$ cat src/rtl/core/pits_pkg.sv
// Shared operation codes, task phases and fixed widths for the tick scheduler.
package pits_pkg;

  typedef enum logic [1:0] {
    OP_TICK    = 2'd0,
    OP_LOAD    = 2'd1,
    OP_RESTART = 2'd2,
    OP_NONE    = 2'd3
  } op_e;

  typedef enum logic [1:0] {
    PH_IDLE  = 2'd0,
    PH_READY = 2'd1,
    PH_RUN   = 2'd2,
    PH_BLOCK = 2'd3
  } phase_e;

  localparam int unsigned BLK_W = 16;
  localparam logic [BLK_W-1:0] BLK_MAX = '1;

endpackage

$ cat src/rtl/core/priority_inheritance_tick_scheduler.sv
// Top level: tick-driven fixed-priority scheduler with a shared semaphore.
// A tick runs a release scan and a runner scan, one task a cycle, rescans the runners when
// the runner blocks, and scans the wait queue on a handoff; load, restart and unused
// operations skip the scans. The result is posted in the same cycle that the next word can
// be accepted, later if m_axis_tready stalls it.
// Reset is asynchronous: time zero, no descriptors loaded, lock free, inheritance enabled.
module priority_inheritance_tick_scheduler
  import pits_pkg::*;
#(
  parameter int unsigned NUM_TASKS      = 4,
  parameter int unsigned TIME_WIDTH     = 32,
  parameter int unsigned DURATION_WIDTH = 16,
  parameter int unsigned PRIO_WIDTH     = 4,
  localparam int unsigned IW    = $clog2(NUM_TASKS),
  localparam int unsigned IN_W  = IW + 5 * DURATION_WIDTH + PRIO_WIDTH + 1,
  localparam int unsigned IN_PW = (IN_W + 7) / 8 * 8,
  localparam int unsigned OUT_W = TIME_WIDTH + 3 * IW + 5 + NUM_TASKS + BLK_W,
  localparam int unsigned OUT_PW = (OUT_W + 7) / 8 * 8
) (
  input  logic              clk_i,
  input  logic              rst_ni,
  input  logic              cfg_we_i,
  input  logic              cfg_wdata_i,
  input  logic              s_axis_tvalid,
  output logic              s_axis_tready,
  // task_index, wcet, period, rel_deadline, base_priority, uses_lock,
  // cs_offset, cs_length
  input  logic [IN_PW-1:0]  s_axis_tdata,
  // operation
  input  logic [1:0]        s_axis_tuser,
  output logic              m_axis_tvalid,
  input  logic              m_axis_tready,
  // tick_time, slot_busy, run_task, completed, completed_late, overrun_mask,
  // handoff_valid, handoff_task, handoff_blocked_ticks, lock_held, lock_holder
  output logic [OUT_PW-1:0] m_axis_tdata
);

  localparam int unsigned TW = TIME_WIDTH;
  localparam int unsigned DW = DURATION_WIDTH;
  localparam int unsigned PW = PRIO_WIDTH;
  localparam int unsigned CW = $clog2(NUM_TASKS + 1);

  typedef enum logic [3:0] {
    S_IDLE, S_DISP, S_REL, S_PICK, S_ENTRY, S_EXEC, S_WSCAN, S_WTAKE,
    S_COMP, S_OVR, S_OUT
  } state_e;

  state_e state_q;

  logic              inherit_q;
  logic [TW-1:0]     now_q, t_q;
  logic [1:0]        op_q;
  logic [IN_W-1:0]   in_q;

  // descriptors
  logic              dvalid_q [NUM_TASKS];
  logic [DW-1:0]     wcet_q   [NUM_TASKS];
  logic [DW-1:0]     period_q [NUM_TASKS];
  logic [DW-1:0]     dline_q  [NUM_TASKS];
  logic [PW-1:0]     prio_q   [NUM_TASKS];
  logic              ulock_q  [NUM_TASKS];
  logic [DW-1:0]     csoff_q  [NUM_TASKS];
  logic [DW-1:0]     cslen_q  [NUM_TASKS];

  // runtime
  phase_e            phase_q  [NUM_TASKS];
  logic [PW-1:0]     ap_q     [NUM_TASKS];
  logic [DW-1:0]     rem_q    [NUM_TASKS];
  logic [DW-1:0]     csrem_q  [NUM_TASKS];
  logic [DW-1:0]     exec_q   [NUM_TASKS];
  logic              haslk_q  [NUM_TASKS];
  logic              entered_q[NUM_TASKS];
  logic              missed_q [NUM_TASKS];
  logic [TW-1:0]     nrel_q   [NUM_TASKS];
  logic [TW-1:0]     absdl_q  [NUM_TASKS];
  logic [TW-1:0]     bsince_q [NUM_TASKS];

  logic              hvalid_q;
  logic [IW-1:0]     holder_q;
  logic [IW-1:0]     wq_q [NUM_TASKS];
  logic [CW-1:0]     wc_q;

  // sequencer
  logic [CW-1:0]     scan_q;
  logic [IW-1:0]     best_q;
  logic              bvld_q;
  logic [PW-1:0]     bp_q;
  logic              repick_q;
  logic [IW-1:0]     pos_q;
  logic [PW-1:0]     posp_q;

  // result word
  logic              busy_q, done_q, late_q, hv_q;
  logic [IW-1:0]     run_q, htask_q;
  logic [NUM_TASKS-1:0] omask_q;
  logic [BLK_W-1:0]  hblk_q;
  logic              ovalid_q;
  logic [OUT_W-1:0]  odata_q;

  logic [IW-1:0]     si, wsel;
  logic [TW-1:0]     t1, dur;
  logic [IW-1:0]     ld_idx;
  logic [DW-1:0]     ld_wcet, ld_period, ld_dline, ld_csoff, ld_cslen;
  logic [PW-1:0]     ld_prio;
  logic              ld_ulock;
  logic              cand;

  assign si   = scan_q[IW-1:0];
  assign wsel = wq_q[pos_q];
  assign t1   = t_q + TW'(1);
  assign dur  = t1 - bsince_q[wsel];
  assign {ld_cslen, ld_csoff, ld_ulock, ld_prio, ld_dline, ld_period, ld_wcet, ld_idx} = in_q;
  assign cand = (phase_q[si] != PH_IDLE) && (phase_q[si] != PH_BLOCK) &&
                (rem_q[si] != '0) && (!bvld_q || ap_q[si] < bp_q);

  assign s_axis_tready = (state_q == S_IDLE);
  assign m_axis_tvalid = ovalid_q;
  assign m_axis_tdata  = OUT_PW'(odata_q);

  always_ff @(posedge clk_i or negedge rst_ni) begin
    if (!rst_ni) begin
      state_q   <= S_IDLE;
      inherit_q <= 1'b1;
      now_q     <= '0;
      t_q       <= '0;
      op_q      <= OP_TICK;
      in_q      <= '0;
      hvalid_q  <= 1'b0;
      holder_q  <= '0;
      wc_q      <= '0;
      scan_q    <= '0;
      best_q    <= '0;
      bvld_q    <= 1'b0;
      bp_q      <= '0;
      repick_q  <= 1'b0;
      pos_q     <= '0;
      posp_q    <= '0;
      busy_q    <= 1'b0;
      done_q    <= 1'b0;
      late_q    <= 1'b0;
      hv_q      <= 1'b0;
      run_q     <= '0;
      htask_q   <= '0;
      omask_q   <= '0;
      hblk_q    <= '0;
      ovalid_q  <= 1'b0;
      odata_q   <= '0;
      for (int i = 0; i < NUM_TASKS; i++) begin
        dvalid_q[i]  <= 1'b0;
        phase_q[i]   <= PH_IDLE;
        ap_q[i]      <= '0;
        rem_q[i]     <= '0;
        csrem_q[i]   <= '0;
        exec_q[i]    <= '0;
        haslk_q[i]   <= 1'b0;
        entered_q[i] <= 1'b0;
        missed_q[i]  <= 1'b0;
        nrel_q[i]    <= '0;
        absdl_q[i]   <= '0;
        bsince_q[i]  <= '0;
        wq_q[i]      <= '0;
      end
    end else begin
      if (cfg_we_i) begin
        inherit_q <= cfg_wdata_i;
      end
      if (ovalid_q && m_axis_tready && state_q != S_OUT) begin
        ovalid_q <= 1'b0;
      end
      unique case (state_q)
        S_IDLE: begin
          if (s_axis_tvalid) begin
            op_q    <= s_axis_tuser;
            in_q    <= s_axis_tdata[IN_W-1:0];
            state_q <= S_DISP;
          end
        end
        S_DISP: begin
          t_q     <= (op_q == OP_RESTART) ? '0 : now_q;
          busy_q  <= 1'b0;
          done_q  <= 1'b0;
          late_q  <= 1'b0;
          hv_q    <= 1'b0;
          run_q   <= '0;
          htask_q <= '0;
          omask_q <= '0;
          hblk_q  <= '0;
          scan_q  <= '0;
          state_q <= (op_q == OP_TICK) ? S_REL : S_OUT;
          unique case (op_e'(op_q))
            OP_TICK: ;
            OP_LOAD: begin
              if (32'(ld_idx) < NUM_TASKS) begin
                dvalid_q[ld_idx] <= 1'b1;
                wcet_q[ld_idx]   <= ld_wcet;
                period_q[ld_idx] <= ld_period;
                dline_q[ld_idx]  <= ld_dline;
                prio_q[ld_idx]   <= ld_prio;
                ulock_q[ld_idx]  <= ld_ulock;
                csoff_q[ld_idx]  <= ld_csoff;
                cslen_q[ld_idx]  <= ld_cslen;
              end
            end
            OP_RESTART: begin
              now_q    <= '0;
              hvalid_q <= 1'b0;
              holder_q <= '0;
              wc_q     <= '0;
              for (int i = 0; i < NUM_TASKS; i++) begin
                phase_q[i]   <= PH_IDLE;
                ap_q[i]      <= dvalid_q[i] ? prio_q[i] : '0;
                rem_q[i]     <= '0;
                csrem_q[i]   <= '0;
                exec_q[i]    <= '0;
                haslk_q[i]   <= 1'b0;
                entered_q[i] <= 1'b0;
                missed_q[i]  <= 1'b0;
                nrel_q[i]    <= '0;
                absdl_q[i]   <= dvalid_q[i] ? TW'(dline_q[i]) : '0;
                bsince_q[i]  <= '0;
                wq_q[i]      <= '0;
              end
            end
            default: ;
          endcase
        end
        S_REL: begin
          if (dvalid_q[si] && phase_q[si] == PH_IDLE && nrel_q[si] == t_q) begin
            phase_q[si]   <= PH_READY;
            rem_q[si]     <= wcet_q[si];
            ap_q[si]      <= prio_q[si];
            haslk_q[si]   <= 1'b0;
            entered_q[si] <= 1'b0;
            bsince_q[si]  <= '0;
            csrem_q[si]   <= cslen_q[si];
            exec_q[si]    <= '0;
            absdl_q[si]   <= t_q + TW'(dline_q[si]);
          end
          if (32'(scan_q) == NUM_TASKS - 1) begin
            scan_q   <= '0;
            bvld_q   <= 1'b0;
            repick_q <= 1'b0;
            state_q  <= S_PICK;
          end else begin
            scan_q <= scan_q + CW'(1);
          end
        end
        S_PICK: begin
          if (cand) begin
            bvld_q <= 1'b1;
            best_q <= si;
            bp_q   <= ap_q[si];
          end
          if (32'(scan_q) == NUM_TASKS - 1) begin
            scan_q  <= '0;
            state_q <= repick_q ? S_EXEC : S_ENTRY;
          end else begin
            scan_q <= scan_q + CW'(1);
          end
        end
        S_ENTRY: begin
          if (!bvld_q) begin
            state_q <= S_OVR;
          end else if (ulock_q[best_q] && !entered_q[best_q] && !haslk_q[best_q] &&
                       exec_q[best_q] == csoff_q[best_q]) begin
            entered_q[best_q] <= 1'b1;
            if (!hvalid_q) begin
              hvalid_q         <= 1'b1;
              holder_q         <= best_q;
              haslk_q[best_q]  <= 1'b1;
              state_q          <= S_EXEC;
            end else begin
              phase_q[best_q]  <= PH_BLOCK;
              bsince_q[best_q] <= t_q;
              if (32'(wc_q) < NUM_TASKS) begin
                wq_q[wc_q[IW-1:0]] <= best_q;
                wc_q               <= wc_q + CW'(1);
              end
              if (inherit_q && ap_q[best_q] < ap_q[holder_q]) begin
                ap_q[holder_q] <= ap_q[best_q];
              end
              bvld_q   <= 1'b0;
              repick_q <= 1'b1;
              scan_q   <= '0;
              state_q  <= S_PICK;
            end
          end else begin
            state_q <= S_EXEC;
          end
        end
        S_EXEC: begin
          if (!bvld_q) begin
            state_q <= S_OVR;
          end else begin
            busy_q          <= 1'b1;
            run_q           <= best_q;
            phase_q[best_q] <= PH_RUN;
            rem_q[best_q]   <= rem_q[best_q] - DW'(1);
            exec_q[best_q]  <= exec_q[best_q] + DW'(1);
            state_q         <= (haslk_q[best_q] && csrem_q[best_q] == DW'(1) && wc_q != '0) ?
                               S_WSCAN : S_COMP;
            if (haslk_q[best_q] && csrem_q[best_q] != '0) begin
              csrem_q[best_q] <= csrem_q[best_q] - DW'(1);
              if (csrem_q[best_q] == DW'(1)) begin
                haslk_q[best_q] <= 1'b0;
                // releaser is never the new holder, so it drops to base
                if (inherit_q) begin
                  ap_q[best_q] <= prio_q[best_q];
                end
                if (wc_q == '0) begin
                  hvalid_q <= 1'b0;
                  holder_q <= '0;
                end else begin
                  pos_q   <= '0;
                  posp_q  <= ap_q[wq_q[0]];
                  scan_q  <= CW'(1);
                end
              end
            end
          end
        end
        S_WSCAN: begin
          if (scan_q < wc_q) begin
            if (ap_q[wq_q[si]] < posp_q) begin
              pos_q  <= si;
              posp_q <= ap_q[wq_q[si]];
            end
            scan_q <= scan_q + CW'(1);
          end else begin
            state_q <= S_WTAKE;
          end
        end
        S_WTAKE: begin
          for (int j = 0; j < NUM_TASKS - 1; j++) begin
            if (j >= 32'(pos_q) && j + 1 < 32'(wc_q)) begin
              wq_q[j] <= wq_q[j+1];
            end
          end
          wc_q          <= wc_q - CW'(1);
          holder_q      <= wsel;
          phase_q[wsel] <= PH_READY;
          haslk_q[wsel] <= 1'b1;
          hv_q          <= 1'b1;
          htask_q       <= wsel;
          hblk_q        <= (dur > TW'(BLK_MAX)) ? BLK_MAX : BLK_W'(dur);
          state_q       <= S_COMP;
        end
        S_COMP: begin
          if (rem_q[best_q] == '0) begin
            done_q          <= 1'b1;
            late_q          <= t1 > absdl_q[best_q];
            if (t1 > absdl_q[best_q]) begin
              missed_q[best_q] <= 1'b1;
            end
            phase_q[best_q] <= PH_IDLE;
            nrel_q[best_q]  <= nrel_q[best_q] + TW'(period_q[best_q]);
          end
          state_q <= S_OVR;
        end
        S_OVR: begin
          for (int i = 0; i < NUM_TASKS; i++) begin
            if (phase_q[i] != PH_IDLE && rem_q[i] != '0 && t_q >= absdl_q[i] &&
                !missed_q[i]) begin
              missed_q[i] <= 1'b1;
              omask_q[i]  <= 1'b1;
            end
          end
          now_q   <= t1;
          state_q <= S_OUT;
        end
        S_OUT: begin
          if (!ovalid_q || m_axis_tready) begin
            ovalid_q <= 1'b1;
            odata_q  <= {hvalid_q ? holder_q : IW'(0), hvalid_q, hblk_q, htask_q, hv_q,
                         omask_q, late_q, done_q, run_q, busy_q, t_q};
            state_q  <= S_IDLE;
          end
        end
        default: state_q <= S_IDLE;
      endcase
    end
  end

endmodule

$ cat config.mk
export PLATFORM = sky130hd
export DESIGN_NAME = priority_inheritance_tick_scheduler
export DESIGN_NICKNAME = d
export VERILOG_FILES = /design/src/rtl/core/pits_pkg.sv /design/src/rtl/core/priority_inheritance_tick_scheduler.sv
export SDC_FILE = /design/constraint.sdc
export NUM_CORES = 2
export LEC_CHECK = 0
export ABC_CLOCK_PERIOD_IN_PS = 8000
export BUFFER_PORTS_ARGS = -buffer_cell sky130_fd_sc_hd__buf_2
export CAP_MARGIN = 40
export CORE_MARGIN = 2
export CORE_UTILIZATION = 57
export DETAILED_ROUTE_END_ITERATION = 10
export PLACE_DENSITY = 0.86
export SLEW_MARGIN = 25
export SYNTH_ARGS = -nofsm -noshare
export SYNTH_HDL_FRONTEND = slang
export SYNTH_SLANG_ARGS = --single-unit
$ cat constraint.sdc
create_clock -name clk_i -period 8 [get_ports clk_i]
set_input_delay 0.4 -clock clk_i [delete_from_list [all_inputs] [get_ports clk_i]]
set_output_delay 0.4 -clock clk_i [all_outputs]
set_load 0.01 [all_outputs]
=== Word-level counts from Yosys, hierarchy flattened ===
Memory sizes are Yosys's and may differ from the RTL's.
Cells that the tools add are included.

* Memory bits (writable): 340
* Bits of input ports: 96
* Word-level logic and storage cells: 601
* Memories: 7
* Flip-flop bits (word level): 897

{| class="wikitable"
|+ Memories
! name !! depth !! bits a word !! rd ports !! clocked after memory_dff !! write ports !! line !! text
|-
| cslen_q || 4 || 16 || 1 || 0 || 1 || priority_inheritance_tick_scheduler.sv:63 || <nowiki>logic [DW-1:0] cslen_q [NUM_TASKS];</nowiki>
|-
| csoff_q || 4 || 16 || 1 || 0 || 1 || priority_inheritance_tick_scheduler.sv:62 || <nowiki>logic [DW-1:0] csoff_q [NUM_TASKS];</nowiki>
|-
| dline_q || 4 || 16 || 5 || 0 || 1 || priority_inheritance_tick_scheduler.sv:59 || <nowiki>logic [DW-1:0] dline_q [NUM_TASKS];</nowiki>
|-
| period_q || 4 || 16 || 1 || 0 || 1 || priority_inheritance_tick_scheduler.sv:58 || <nowiki>logic [DW-1:0] period_q [NUM_TASKS];</nowiki>
|-
| wcet_q || 4 || 16 || 1 || 0 || 1 || priority_inheritance_tick_scheduler.sv:57 || <nowiki>logic [DW-1:0] wcet_q [NUM_TASKS];</nowiki>
|-
| prio_q || 4 || 4 || 6 || 0 || 1 || priority_inheritance_tick_scheduler.sv:60 || <nowiki>logic [PW-1:0] prio_q [NUM_TASKS];</nowiki>
|-
| +1 memories || n/a || n/a || n/a || n/a || n/a || n/a ||
|}

* Equal/unequal tests: 49
* Reduce and logical (&&, ||, !) cells: 118
* Magnitude comparators: 32
* Add/subtract/negate cells: 10
* Bitwise gates (word level): 35
* Multiplexer cells: 269

{| class="wikitable"
|+ Operators by type and width
! kind !! number
|-
| 128-bit 2-to-1 mux || 8
|-
| 64-bit case mux with 3 select lines || 3
|-
| 64-bit 2-to-1 mux || 8
|-
| 128-bit case mux with 2 select lines || 2
|-
| 16-bit 2-to-1 mux || 25
|-
| 128-bit bitwise mux || 3
|-
| 128-bit case mux with 3 select lines || 1
|-
| 32-bit 2-to-1 mux || 11
|-
| 64-bit bitwise mux || 5
|-
| 32-bit binary-select mux with 2-bit select || 4
|-
| 4-bit 2-to-1 mux || 46
|-
| 128-bit bitwise AND || 1
|-
| 16-bit binary-select mux with 2-bit select || 4
|-
| 32-bit demux with 2-bit select || 2
|-
| 32-bit >= comparator || 4
|-
| 128-bit NOT || 1
|-
| 16-bit nonzero test || 6
|-
| 8-bit 2-to-1 mux || 11
|-
| 32-bit by 16-bit adder with 32-bit output || 2
|-
| 64-bit bitwise AND || 1
|-
| 16-bit demux with 2-bit select || 2
|-
| 2-bit inequality test, second input constant || 32
|-
| 64-bit NOT || 1
|-
| 16-bit case mux with 4 select lines || 1
|-
| 82 further kinds || 329
|}

=== Longest topological paths before layout ===
* Depth in word-level cells: 12
* Mapped depth: 26
* Depth with buffers taken out: 19

=== Worst setup path after synthesis ===
OpenSTA, ideal clock, no wires.

* Kind: register to register
* Start: register state_q[1]
* End: memory cslen_q[0][0] in the netlist's numbering, enable pin
* Stages on the path, launching flop included: 9
* Period minus slack after synthesis: 8021 ps
* Setup slack: -21 ps
* Buffers on the path: 2
* Data arrival time: 7388 ps
* Setup time: 633 ps
* Path through: dfrtp_1 -> clkbuf_1 -> nor2_1 -> and2_1 -> nand2b_1 -> clkbuf_1 -> nor3b_1 -> nand2_1 -> nor3_1

* Longest elaborated chain between the ends: 4

{| class="wikitable"
|+ RTL lines
! element !! line !! text
|-
| start, declared || priority_inheritance_tick_scheduler.sv:48 || <nowiki>state_e state_q;</nowiki>
|-
| start signal, assigned || priority_inheritance_tick_scheduler.sv:189 || <nowiki>state_q <= (op_q == OP_TICK) ? S_REL : S_OUT;</nowiki>
|-
| start signal, assigned || priority_inheritance_tick_scheduler.sv:256 || <nowiki>state_q <= repick_q ? S_EXEC : S_ENTRY;</nowiki>
|-
| start signal, assigned || priority_inheritance_tick_scheduler.sv:300 || <nowiki>state_q <= (haslk_q[best_q] && csrem_q[best_q] == DW'(1) && wc_q != '0) ?</nowiki>
|-
| 4-bit by 1-bit == test with 1-bit output || priority_inheritance_tick_scheduler.sv:170 || <nowiki>unique case (state_q)</nowiki>
|-
| 1-bit 2-to-1 mux || priority_inheritance_tick_scheduler.sv:170 ||
|-
| 1-bit logical AND (implied by the code) || priority_inheritance_tick_scheduler.sv:201 || <nowiki>cslen_q[ld_idx] <= ld_cslen;</nowiki>
|-
| 1-bit 2-to-1 mux (implied by the code) || priority_inheritance_tick_scheduler.sv:201 ||
|-
| end, declared || priority_inheritance_tick_scheduler.sv:63 ||
|}

Every way passes these cells.

=== Worst setup path in the final report ===
* Start: register t_q[8]
* End: register hblk_q[3]

* Longest elaborated chain between the ends: 5

{| class="wikitable"
|+ RTL lines
! element !! line !! text
|-
| start, declared || priority_inheritance_tick_scheduler.sv:51 || <nowiki>logic [TW-1:0] now_q, t_q;</nowiki>
|-
| start signal, assigned || priority_inheritance_tick_scheduler.sv:179 || <nowiki>t_q <= (op_q == OP_RESTART) ? '0 : now_q;</nowiki>
|-
| 32-bit by 1-bit adder with 32-bit output || priority_inheritance_tick_scheduler.sv:110 || <nowiki>assign t1 = t_q + TW'(1);</nowiki>
|-
| 32-bit subtractor || priority_inheritance_tick_scheduler.sv:111 || <nowiki>assign dur = t1 - bsince_q[wsel];</nowiki>
|-
| 32-bit by 16-bit > comparator with 1-bit output || priority_inheritance_tick_scheduler.sv:345 || <nowiki>hblk_q <= (dur > TW'(BLK_MAX)) ? BLK_MAX : BLK_W'(dur);</nowiki>
|-
| 16-bit 2-to-1 mux || priority_inheritance_tick_scheduler.sv:345 ||
|-
| 16-bit case mux with 2 select lines || priority_inheritance_tick_scheduler.sv:170 ||
|-
| end signal, assigned || priority_inheritance_tick_scheduler.sv:345 ||
|-
| end, declared || priority_inheritance_tick_scheduler.sv:96 || <nowiki>logic [BLK_W-1:0] hblk_q;</nowiki>
|}

Every way passes these cells.
A chain may end at the register's enable or synchronous reset.

==> results by group <==
GRT
  – First-pass GRT wire length: 309,000 microns
  – Grt ovf: 0
  – Vias in the first global route: 52,300
  – All-layer global routing usage: 0.345
  – Initial antenna violation count: 4
  – Largest net degree at the start of global routing: 163

CTS
  – H-tree Lvls: 4
  – Post-CTS Setup Inserts: 0
  – CTS root buf: clkbuf_16
  – CTS tree: yes
  – Clk buf depth: 3
  – CTS resizes: 0
  – Worst skew pair latency: 0.79 ns
  – CTS Sinks: 1,237
  – Number of CTS-inserted buffers: 132
  – CTS Hold Bufs: 92
  – Clk slew on worst S/H paths: 0.07 ns

Setup path
  – Critical Path RT: 8.62 ns
  – CP delay by family, top: simple AND/OR/NAND/NOR gates
  – Worst R2R Path Depth: 19
  – R2r startpoint: t_q[8]$_DFFE_PN0P_
  – Crit start category: flop
  – CP Capture Type: flop
  – Worst-path cell chain: nand4_1, or4_1, nor2_1, nand3_1, xnor2_1, ha_1, a21o_1, a31oi_1, nor2b_1, o311a_1, a2111oi_0, o221ai_1, a2111o_1, or4b_1, nor4_2, nand4_1, nor4_4, buf_4, a21oi_1
  – Max incr delay on CP: 0.85 ns
  – Critical Path AT: 7.55 ns
  – CP bufs+invs: 1
  – FF-to-FF setup slack: 1.06 ns
  – Worst path slowest cell: dfrtp_1
  – Most used cell, CP: nand4_1
  – Crit-path max FO: 16
  – Critical path class: reg2reg
  – Reg2reg end: hblk_q[3]$_DFFE_PN0P_

Logic synthesis
  – Yosys reg bits: 1,237
  – Post-synth top area cell: dfrtp_1
  – Yosys top cell area share: 0.347
  – YS warnings: 0
  – Synth top cells by count: 896 x dfrtp_1, 550 x nand2_1, 408 x o21ai_0
  – Top FF cell, synth: dfrtp_1
  – Cell with the most instances after synthesis: dfrtp_1
  – Synth unique cells: 91
  – Ys async rst share: 0.725
  – Syn nets: 5,944
  – Post-synth EDFFs: 340
  – Mapped Area: 0.0647 sq mm
  – Gate Count Post-Synth: 5,601
  – Top area cells in the synthesized netlist: dfrtp_1 35%, edfxtp_1 16%, mux4_2 9.6%
  – Syn Area/Cell: 11.6 sq um
  – Seq/Total Area, Yosys: 0.505

Timing
  – Setup Skew: 0.0524 ns
  – Worst slew margin relative to its limit: 0.273
  – Total negative slack: 0 ns
  – Final slew viol count: 0
  – RSZ-0062 raised after global routing: no
  – Final period utilization: 0.867
  – F_max: 144 MHz
  – Fin crit period: 6.94 ns
  – Endpoints failing hold: 0
  – Slew @ Worst Pin: 1.09 ns
  – Endpoints failing setup: 0

Routing
  – Vias: 51,600
  – Via density: 6.99
  – Routed WL: 201,000 microns
  – Final ANT Viol Nets: 0
  – 1st-iter DRT viols: 7,651
  – Residual DRC: 0
  – TritonRoute pass-1 iters: 10
  – Routed len/inst: 27.3 microns

Die
  – I/O pins: 162
  – Initial Utilization: 0.575
  – Full die area: 0.116 sq mm
  – Total core area: 0.112 sq mm
  – Die width: 341 microns
  – Die H: 341 microns
  – # rows: 123

Run status
  – Status: finished clean

Cells and area
  – Nets: 6,112
  – Syn-to-layout area delta: 13.0%
  – Footprint of the multi-input gates: 0.0297 sq mm
  – Layout cells sized above 1: 0.174
  – Filler cells: 7,740
  – Register area: 0.0327 sq mm

Placement
  – Post-DP HPWL: 128,000 microns
  – PortBufs: 159
  – GPL Wtd Cong: 0.992

Worst hold path
  – Hold Path Class: in2reg
  – Hold path endpoint: m_axis_tvalid$_DFF_PN0_
  – Hold path depth: 3
  – Hold_sp: m_axis_tready

Run
  – Max_cap viols: 0

Pwr
  – PwrDens: 348 mW/mm^2
  – P_leak: 0.0310 uW
  – Power Total: 25,400 uW
  – Maximum VDD drop: 0.310 mV
state kept, by name (all words and copies together), names as in the netlist, 87 cells and up:
name      count
bsince_q    128
in_q         87
nrel_q      128
absdl_q     128
routing by layer:
layer | wire, microns | up-vias | GRT usage
met1 | 70100 | 25200 | 0.433
met5 | 92 | - | 0
met2 | 90600 | 4115 | 0.529
li1 | - | 21200 | -
met3 | 25700 | 1082 | 0.101
met4 | 14900 | 10 | 0.214
layout make-up:
class	count	area share
sequential	1237	0.447
clock buffer	176	0.0514
inverter	276	0.0142
antenna	1	0.0000342
clock inverter	64	0.0115
timing repair buffer	404	0.0437
multi-input combinational	3718	0.406
tap	1500	0.0257
worst max-delay path by stage:
stage / depth (start not counted) / startpoint / slack [ns] / to
final: 19 / t_q[8]$_DFFE_PN0P_ / 1.06 / hblk_q[3]$_DFFE_PN0P_
after global routing: 19 / t_q[8]$_DFFE_PN0P_ / 0.86 / hblk_q[3]$_DFFE_PN0P_
after CTS: 19 / t_q[8]$_DFFE_PN0P_ / 1.15 / hblk_q[3]$_DFFE_PN0P_
after detailed placement: 19 / t_q[8]$_DFFE_PN0P_ / 1.20 / hblk_q[3]$_DFFE_PN0P_
after global placement: 19 / t_q[8]$_DFFE_PN0P_ / 1.33 / hblk_q[14]$_DFFE_PN0P_
after floorplan: 26 / best_q[0]$_DFFE_PN0P_ / 0.72 / nrel_q[114]$_DFFE_PN0P_
layout by cell type (no fill, tap or decap), types with 231 or more instances in the layout:
| cell type | synthesis | layout |
|---|---|---|
| dfrtp_1 | 896 | 892 |
| nand2_1 | 550 | 545 |
| mux4_2 | 276 | 276 |
| edfxtp_1 | 340 | 340 |
| a21oi_1 | 294 | 294 |
| ha_1 | 244 | 244 |
| nor2_1 | 239 | 231 |
| a22o_1 | 261 | 261 |
| inv_1 | 275 | 275 |
| o21ai_0 | 408 | 406 |
worst min-delay path, cell delays in order:
cell and delay [ns]:
buf_2 0.15, nand2b_1 0.21, o21ai_0 0.09
stage by stage:
step           hold slack (ns)  utilization  instance area [sq um]  instances  setup slack [ns]
2_1_floorplan            0.104            -                  64700       5601             0.725
3_3_place_gp             0.390        0.596                  67000       7005              1.33
3_5_place_dp             0.391        0.599                  67400       7029              1.20
4_1_cts                 0.0596        0.648                  72900       7361              1.15
5_1_grt                  0.142        0.650                  73100       7375             0.857
6_report                 0.109        0.650                  73100       7376              1.06
power by group:
| part | internal [uW] | switching, uW | total, uW |
|---|---|---|---|
| Combinational | 3550 | 6690 | 10200 |
| Sequential | 7620 | 1010 | 8630 |
| Clock | 3870 | 2690 | 6570 |
| Total | 15000 | 10400 | 25400 |
cell families (layout without fill, tap and decap cells):
group | count (synthesis) | in the layout | synth area share
other | 1 | 2 | 0.0000580
buffers and inverters | 646 | 920 | 0.0388
multiplexers | 524 | 524 | 0.138
flip-flops | 1237 | 1237 | 0.505
XOR/XNOR | 207 | 207 | 0.0280
AO/OA/AOI/OAI | 1505 | 1505 | 0.154
AND/OR/NAND/NOR | 1226 | 1226 | 0.0878
adder cells (fa/ha/maj) | 255 | 255 | 0.0494
No activity file was read; power rests on OpenSTA's default activity.
